$ cat config.mk
export PLATFORM = sky130hd
export DESIGN_NAME = shuffled_minimal_standard_prng_flat
export DESIGN_NICKNAME = d
export VERILOG_FILES = /design/src/sv/smsp_pkg.sv /design/src/sv/smsp_in_if.sv /design/src/sv/smsp_out_if.sv /design/src/sv/smsp_ram.sv /design/src/sv/shuffled_minimal_standard_prng.sv /design/src/flat_wrapper.sv
export SDC_FILE = /design/constraint.sdc
export NUM_CORES = 2
export LEC_CHECK = 0
export ABC_AREA = 1
export BUFFER_PORTS_ARGS = -buffer_cell sky130_fd_sc_hd__buf_2
export CAP_MARGIN = 20
export CELL_PAD_IN_SITES_DETAIL_PLACEMENT = 0
export CELL_PAD_IN_SITES_GLOBAL_PLACEMENT = 2
export CORE_MARGIN = 3
export CORE_UTILIZATION = 44
export CTS_BUF_LIST = sky130_fd_sc_hd__clkbuf_8
export DETAILED_ROUTE_END_ITERATION = 8
export HOLD_SLACK_MARGIN = 0.15
export PLACE_DENSITY_LB_ADDON = 0.1
export SLEW_MARGIN = 20
export SYNTH_ARGS = -nofsm -noshare
export SYNTH_HDL_FRONTEND = slang
export SYNTH_HIERARCHICAL = 1
export SYNTH_SLANG_ARGS = --single-unit
$ cat constraint.sdc
create_clock -name clk -period 10.5 [get_ports clk]
set_input_delay 2.1 -clock clk [delete_from_list [all_inputs] [get_ports clk]]
set_output_delay 2.1 -clock clk [all_outputs]
set_load 0.05 [all_outputs]
$ cat src/sv/smsp_pkg.sv
// Package for the shuffled minimal standard generator: constants, types and
// the generator step / slot select functions. No dependencies.
`timescale 1ns / 1ps

package smsp_pkg;

	localparam int TABLE_DEPTH  = 32;
	localparam int IDX_W        = $clog2(TABLE_DEPTH);
	localparam int VAL_W        = 31;
	localparam int MULT_W       = 15;
	localparam int WARMUP_STEPS = TABLE_DEPTH + 8;
	localparam int WCNT_W       = $clog2(WARMUP_STEPS);

	localparam logic [VAL_W-1:0]  MODULUS    = 31'h7FFF_FFFF;
	localparam logic [MULT_W-1:0] MULTIPLIER = 15'd16807;
	localparam logic [VAL_W-1:0]  SLOT_DIV   = VAL_W'(1 + (2147483646 / TABLE_DEPTH));

	typedef logic [VAL_W-1:0] value_t;
	typedef logic [IDX_W-1:0] slot_t;

	typedef enum logic [1:0] {
		ST_IDLE,
		ST_WARM,
		ST_READ,
		ST_WB
	} state_t;

	// x * 16807 mod (2^31 - 1), folding the high bits back in (Mersenne modulus)
	function automatic value_t next_value(value_t x);
		logic [VAL_W+MULT_W-1:0] p;
		logic [VAL_W:0]          s;
		p = {{MULT_W{1'b0}}, x} * {{VAL_W{1'b0}}, MULTIPLIER};
		s = {1'b0, p[VAL_W-1:0]} + {{(VAL_W+1-MULT_W){1'b0}}, p[VAL_W+MULT_W-1:VAL_W]};
		if (s >= {1'b0, MODULUS})
			s = s - {1'b0, MODULUS};
		return s[VAL_W-1:0];
	endfunction

	// seed reduced mod 2^31-1, zero mapped to one
	function automatic value_t fix_seed(value_t s);
		return ((s == '0) || (s == MODULUS)) ? VAL_W'(1) : s;
	endfunction

	// x / SLOT_DIV by thermometer compare against constant thresholds
	function automatic slot_t slot_of(value_t x);
		logic [TABLE_DEPTH:0] ge;
		slot_t                idx;
		ge              = '0;
		ge[0]           = 1'b1;
		for (int k = 1; k < TABLE_DEPTH; k++)
			ge[k] = (64'(x) >= (64'(k) * 64'(SLOT_DIV)));
		idx = '0;
		for (int k = 0; k < TABLE_DEPTH; k++)
			if (ge[k] && !ge[k+1])
				idx = idx | IDX_W'(k);
		return idx;
	endfunction

endpackage

$ cat src/sv/smsp_in_if.sv
// Request channel of the shuffled minimal standard generator.
// Depends on smsp_pkg.
`timescale 1ns / 1ps

interface smsp_in_if;
	import smsp_pkg::*;

	logic   valid;
	logic   ready;
	logic   action;
	value_t seed_value;

	modport source (output valid, output action, output seed_value, input ready);
	modport sink (input valid, input action, input seed_value, output ready);
	modport monitor (input valid, input ready, input action, input seed_value);
endinterface

$ cat src/sv/smsp_out_if.sv
// Result channel of the shuffled minimal standard generator.
// Depends on smsp_pkg.
`timescale 1ns / 1ps

interface smsp_out_if;
	import smsp_pkg::*;

	logic   valid;
	logic   ready;
	value_t random_value;

	modport source (output valid, output random_value, input ready);
	modport sink (input valid, input random_value, output ready);
	modport monitor (input valid, input ready, input random_value);
endinterface

$ cat src/sv/smsp_ram.sv
// Generic single-clock RAM: one write port, one read port, registered read.
// No dependencies.
`timescale 1ns / 1ps

module smsp_ram #(
	parameter int WIDTH = 31,
	parameter int DEPTH = 32
) (
	input  logic                     clk,
	input  logic                     we,
	input  logic [$clog2(DEPTH)-1:0] waddr,
	input  logic [WIDTH-1:0]         wdata,
	input  logic                     re,
	input  logic [$clog2(DEPTH)-1:0] raddr,
	output logic [WIDTH-1:0]         rdata
);

	logic [WIDTH-1:0] mem [DEPTH];

	always_ff @(posedge clk) begin
		if (we)
			mem[waddr] <= wdata;
		if (re)
			rdata <= mem[raddr];
	end

endmodule

$ cat src/sv/shuffled_minimal_standard_prng.sv
// Shuffled minimal standard generator, top level.
// Depends on smsp_pkg, smsp_in_if, smsp_out_if and smsp_ram.
//
// Park-Miller generator (x = 16807 * x mod 2^31-1) behind a Bays-Durham
// shuffle table held in one synchronous RAM. A reseed request (action 1)
// loads the seed and arms a table fill. A draw request (action 0) first
// reads the slot picked by the previous result and steps the generator in
// its accept cycle; then, in the write-back state, it returns the slot and
// writes the new generator value back into it. The first draw after reset or
// a reseed first runs TABLE_DEPTH + 8 = 40 generator steps, one per cycle,
// filling the table. Results sit in an output register; a draw whose
// result cannot be handed over waits in its write-back state.
`timescale 1ns / 1ps

module shuffled_minimal_standard_prng (
	input  logic    clk,
	input  logic    arst_n,
	smsp_in_if.sink   request,
	smsp_out_if.source result
);
	import smsp_pkg::*;

	state_t              state_q, state_d;
	value_t              gen_q;
	value_t              prev_q;
	logic                pend_q;
	logic [WCNT_W-1:0]   wcnt_q;
	slot_t               slot_s1;
	logic                out_vld_q;
	value_t              out_val_q;

	value_t step_val;
	slot_t  cur_slot;
	logic   out_free;
	logic   req_fire;

	logic   ram_we;
	slot_t  ram_waddr;
	value_t ram_wdata;
	logic   ram_re;
	value_t ram_rdata;

	assign step_val = next_value(gen_q);
	assign cur_slot = slot_of(prev_q);
	assign out_free = !out_vld_q || result.ready;
	assign req_fire = request.valid && request.ready;

	assign result.valid        = out_vld_q;
	assign result.random_value = out_val_q;

	smsp_ram #(
		.WIDTH(VAL_W),
		.DEPTH(TABLE_DEPTH)
	) u_table (
		.clk  (clk),
		.we   (ram_we),
		.waddr(ram_waddr),
		.wdata(ram_wdata),
		.re   (ram_re),
		.raddr(cur_slot),
		.rdata(ram_rdata)
	);

	always_comb begin
		state_d       = state_q;
		request.ready = 1'b0;
		ram_we        = 1'b0;
		ram_waddr     = slot_s1;
		ram_wdata     = gen_q;
		ram_re        = 1'b0;
		case (state_q)
			ST_IDLE: begin
				request.ready = 1'b1;
				if (request.valid && !request.action) begin
					if (pend_q) begin
						state_d = ST_WARM;
					end else begin
						ram_re  = 1'b1;
						state_d = ST_WB;
					end
				end
			end
			ST_WARM: begin
				// last TABLE_DEPTH steps land in slots high to low
				if (wcnt_q < WCNT_W'(TABLE_DEPTH)) begin
					ram_we    = 1'b1;
					ram_waddr = wcnt_q[IDX_W-1:0];
					ram_wdata = step_val;
				end
				if (wcnt_q == '0)
					state_d = ST_READ;
			end
			ST_READ: begin
				ram_re  = 1'b1;
				state_d = ST_WB;
			end
			ST_WB: begin
				if (out_free) begin
					ram_we  = 1'b1;
					state_d = ST_IDLE;
				end
			end
			default: begin
				state_d = ST_IDLE;
			end
		endcase
	end

	always_ff @(posedge clk or negedge arst_n) begin
		if (!arst_n) begin
			state_q   <= ST_IDLE;
			gen_q     <= VAL_W'(1);
			prev_q    <= '0;
			pend_q    <= 1'b1;
			wcnt_q    <= '0;
			out_vld_q <= 1'b0;
		end else begin
			state_q <= state_d;
			if (state_q == ST_WB && out_free)
				out_vld_q <= 1'b1;
			else if (result.ready)
				out_vld_q <= 1'b0;
			case (state_q)
				ST_IDLE: begin
					if (req_fire) begin
						if (request.action) begin
							gen_q  <= fix_seed(request.seed_value);
							pend_q <= 1'b1;
						end else if (pend_q) begin
							wcnt_q <= WCNT_W'(WARMUP_STEPS - 1);
						end else begin
							gen_q <= step_val;
						end
					end
				end
				ST_WARM: begin
					gen_q  <= step_val;
					wcnt_q <= wcnt_q - WCNT_W'(1);
					// slot 0 is the last fill and seeds the slot select
					if (wcnt_q == '0) begin
						prev_q <= step_val;
						pend_q <= 1'b0;
					end
				end
				ST_READ: begin
					gen_q <= step_val;
				end
				ST_WB: begin
					if (out_free)
						prev_q <= ram_rdata;
				end
				default: begin
				end
			endcase
		end
	end

	always_ff @(posedge clk) begin
		if (ram_re)
			slot_s1 <= cur_slot;
		if (state_q == ST_WB && out_free)
			out_val_q <= ram_rdata;
	end

endmodule

$ cat src/flat_wrapper.sv
// flat-port wrapper written by rule: the top's interface ports become plain ports
module shuffled_minimal_standard_prng_flat import smsp_pkg::*;
  (clk, arst_n, request_valid, request_action, request_seed_value, request_ready, result_valid, result_random_value, result_ready);
  smsp_in_if request_i ();
  smsp_out_if result_i ();
  input  logic clk;
  input  logic arst_n;
  input wire logic [$bits(request_i.valid)-1:0] request_valid;
  input wire logic [$bits(request_i.action)-1:0] request_action;
  input wire logic [$bits(request_i.seed_value)-1:0] request_seed_value;
  output wire logic [$bits(request_i.ready)-1:0] request_ready;
  output wire logic [$bits(result_i.valid)-1:0] result_valid;
  output wire logic [$bits(result_i.random_value)-1:0] result_random_value;
  input wire logic [$bits(result_i.ready)-1:0] result_ready;
  assign request_i.valid = request_valid;
  assign request_i.action = request_action;
  assign request_i.seed_value = request_seed_value;
  assign request_ready = request_i.ready;
  assign result_valid = result_i.valid;
  assign result_random_value = result_i.random_value;
  assign result_i.ready = result_ready;
  shuffled_minimal_standard_prng u_core (.clk(clk), .arst_n(arst_n), .request(request_i), .result(result_i));
endmodule
==> summary.txt <==
Global routing
  • Gr ovfl total: 0
  • Initial antenna violation count: 2
  • Largest net degree at the start of global routing: 220
  • Overall fraction of global-route tracks in use: 0.277
  • Global-route wire length before repair: between 200,000 and 300,000 um
  • Vias in the first global route: ~39,000

Cells and area
  • Layout area overhead: 10.9%
  • Share of layout cells above drive strength 1: 0.0984
  • NumNets Final: 5,968
  • Fillers: ~12,000

Route
  • Total iterations of the first detailed-routing run: 5
  • 1st-iter DRT viols: 3,748
  • Via count: 39,678
  • Routed WL per cell: 24.4 um
  • Final wirelength: ~180,000 um
  • Post-DRT Antenna Nets: 0
  • DR vias/cell: 5.38
  • Drt drc: 0

Yosys
  • Count of different cell masters after synthesis: between 40 and 50
  • Ranking of synthesized cells by area: edfxtp_1 57%, nand2_1 13%, nand3_1 7.9%, fa_1 4.8%, ha_1 4.7%
  • Post-synth ARST share: 0.0416
  • Seq/Total Area, Yosys: 0.592
  • Post-synth top area cell: edfxtp_1
  • List of most frequent post-synthesis cells: 1,861 x nand2_1, 1,059 x edfxtp_1, 876 x nand3_1, 500 x inv_1, 209 x ha_1
  • Cell Area, Synth: 0.0557 sq mm
  • Yosys reg bits: between 1,000 and 1,500
  • Post-synthesis average cell area: between 10 and 15 sq um
  • Count leader, synth: nand2_1
  • Number of flops mapped to enable cells by yosys: around 1,100
  • Synth warn: 6
  • Cell count after synthesis: roughly 5,500
  • Yosys top cell area share: 0.571
  • Total nets after synthesis: 5,843
  • Main flop type after synthesis: edfxtp_1

Timing
  • Max-slew headroom at the worst pin: 0.291
  • Slew Viols, Final: 0
  • Max frequency: 101 MHz
  • Post-route setup TNS: 0 ns
  • Tmin final: slightly below 10 ns
  • RSZ-0062 raised after global routing: false
  • Hold Violations, Final: 0
  • Tcrit/Tclk final: 0.945
  • Least-Margin Pin Slew: between 1 and 1.5 ns
  • Clock Skew: ~0.041 ns
  • Setup-violating endpoint count in the final report: 0

Floorplan
  • Die Wd: about 360 um
  • IO Pins: 69
  • Core ar.: about 0.12 sq mm
  • Die ar.: around 0.13 sq mm
  • Rows: ~130
  • Die Span Y: roughly 360 um
  • Initial Util: 0.447

Worst setup path
  • Critical path type: reg2reg
  • WP data arrival: around 11 ns
  • Req. time, crit path: between 10 and 15 ns
  • CP max FO: 32
  • Worst path slowest cell: dfrtp_2
  • Most frequent CP cell: nand2_1
  • Setup crit end kind: register
  • CP max stage delay: 0.61 ns
  • Startpoint types: register

Run status
  • Status: finished clean

CTS
  • Root Buffer: clkbuf_8
  • Post-CTS Setup Bufs: 0
  • H-tree Lvls: 4
  • Worst skew pair latency: 0.92 ns
  • Hold-fix buffers at CTS: 0
  • CTS tree: done
  • CTS clk-pin slew, worst paths: roughly 0.06 ns
  • Total CTS buffers: around 180
  • Clk sink count: between 1,000 and 1,500
  • Deepest clock path buffer count: 3

Place
  • Port buffer count: 68
  • Placed wire-length estimate: between 100,000 and 150,000 um
  • RD Place Congestion: 0.955

Flow run
  • Max cap viols: 0

Worst hold path
  • Hold crit path type: reg2reg
[area by class of cell]
| class | instances | area [sq um] | share of cell area |
|---|---|---|---|
| Clock buffer | 189 | 2600 | 0.0421 |
| Antenna cell | 3 | 7.51 | 0.000122 |
| Tap cell | 1637 | 2050 | 0.0332 |
| Clock inverter | 140 | 825 | 0.0133 |
| Multi-Input combinational cell | 3593 | 19900 | 0.322 |
| Timing Repair Buffer | 186 | 1440 | 0.0233 |
| Inverter | 519 | 1970 | 0.0319 |
| Sequential cell | 1105 | 33000 | 0.534 |
[sequential cells by signal, indices dropped and copies added (netlist names)]
register                    cells
u_core/pend_q                   1
u_core/state_q                  2
u_core/u_table/rdata           31
u_core/gen_q                   31
u_core/result.valid             1
u_core/wcnt_q                   6
u_core/result.random_value     31
u_core/prev_q                   5
u_core/slot_s1                  5
u_core/u_table/mem            992
[per-stage QoR]
stage / cell area (sq um) / util / hold slack [ns] / instances / worst slack (ns)
3_5_place_dp: 58300 / 0.468 / 0.405 / 7039 / 0.119
6_report: 61800 / 0.496 / 0.419 / 7372 / 0.582
5_1_grt: 61800 / 0.496 / 0.430 / 7370 / 0.00151
4_1_cts: 61700 / 0.495 / 0.418 / 7368 / 0.0877
2_1_floorplan: 55700 / - / 0.400 / 5464 / 1.79
3_3_place_gp: 58300 / 0.468 / 0.406 / 7039 / 0.131
[per-layer routing]
metal | global-route usage | wire length (um) | vias up
met3 | 0.0377 | 10700 | 282
met1 | 0.393 | 80600 | 19556
li1 | - | - | 18556
met2 | 0.435 | 82000 | 1282
met5 | 0 | 13 | -
met4 | 0.105 | 6720 | 2
[timing repair]
item | in CTS | in global routing
resized for setup | 0 | 20
endpoints found under the hold margin | 0 | 0
setup endpoints to repair | 0 | 1015
[cells by family after synthesis]
logic type / after synthesis / synth area share
DFF: 1105 / 0.592
muxes: 1 / 0.000180
buffers and inverters: 766 / 0.0575
xor gates and xnor gates: 41 / 0.00658
adders and majority gates: 343 / 0.0951
AOI/OAI and AO/OA: 193 / 0.0184
and+or+nand+nor: 3015 / 0.231
[worst max-delay path, delay by kind of cell, from the launching register on]
| kind | cells | cell delay [ns] |
|---|---|---|
| AO/OA/AOI/OAI | 9 | 1.48 |
| XOR/XNOR | 1 | 0.31 |
| adder cells (fa/ha/maj) | 8 | 3.65 |
| buffers and inverters | 8 | 1.01 |
| flip-flops | 1 | 0.61 |
| AND/OR/NAND/NOR | 23 | 2.57 |
[final timing paths]
check                                                  start                                       to  slack (ns)  cells after the start
setup / recovery                u_core/gen_q[13]$_DFFE_PN0P_     u_core/u_table/mem[11][10]$_DFFE_PP_        0.58                     49
hold / removal             u_core/u_table/rdata[6]$_DFFE_PP_  u_core/result.random_value[6]$_DFFE_PP_        0.42                      0
setup reg to reg                u_core/gen_q[13]$_DFFE_PN0P_     u_core/u_table/mem[11][10]$_DFFE_PP_        0.58                     49
hold reg to reg            u_core/u_table/rdata[6]$_DFFE_PP_  u_core/result.random_value[6]$_DFFE_PP_        0.42                      0
max in group asynchronous                             arst_n            u_core/prev_q[28]$_DFFE_PN0P_        8.58                      2
min in group asynchronous                             arst_n             u_core/gen_q[24]$_DFFE_PN0P_        1.30                      2
[placed cells by master, fill, tap and decap left out, drive strengths merged, types with 3 or more instances in the layout]
cell / instances
a2bb2oi: 3
nand2: 1897
o21a: 5
o211ai: 3
xnor2: 6
inv: 577
clkbuf: 189
buf: 186
clkinvlp: 5
a21oi: 88
nor4: 6
dfrtp: 44
a21o: 3
nand3b: 6
diode: 3
nor2: 169
bufinv: 7
o21bai: 3
edfxtp: 1059
nand4: 36
clkinv: 70
nand3: 883
fa: 134
nor3: 13
xor2: 35
ha: 209
o21ai: 84
Power is left out: the tool's default activity adds up to more than one toggle a clock period on the data nets, which glitch-free logic cannot reach.
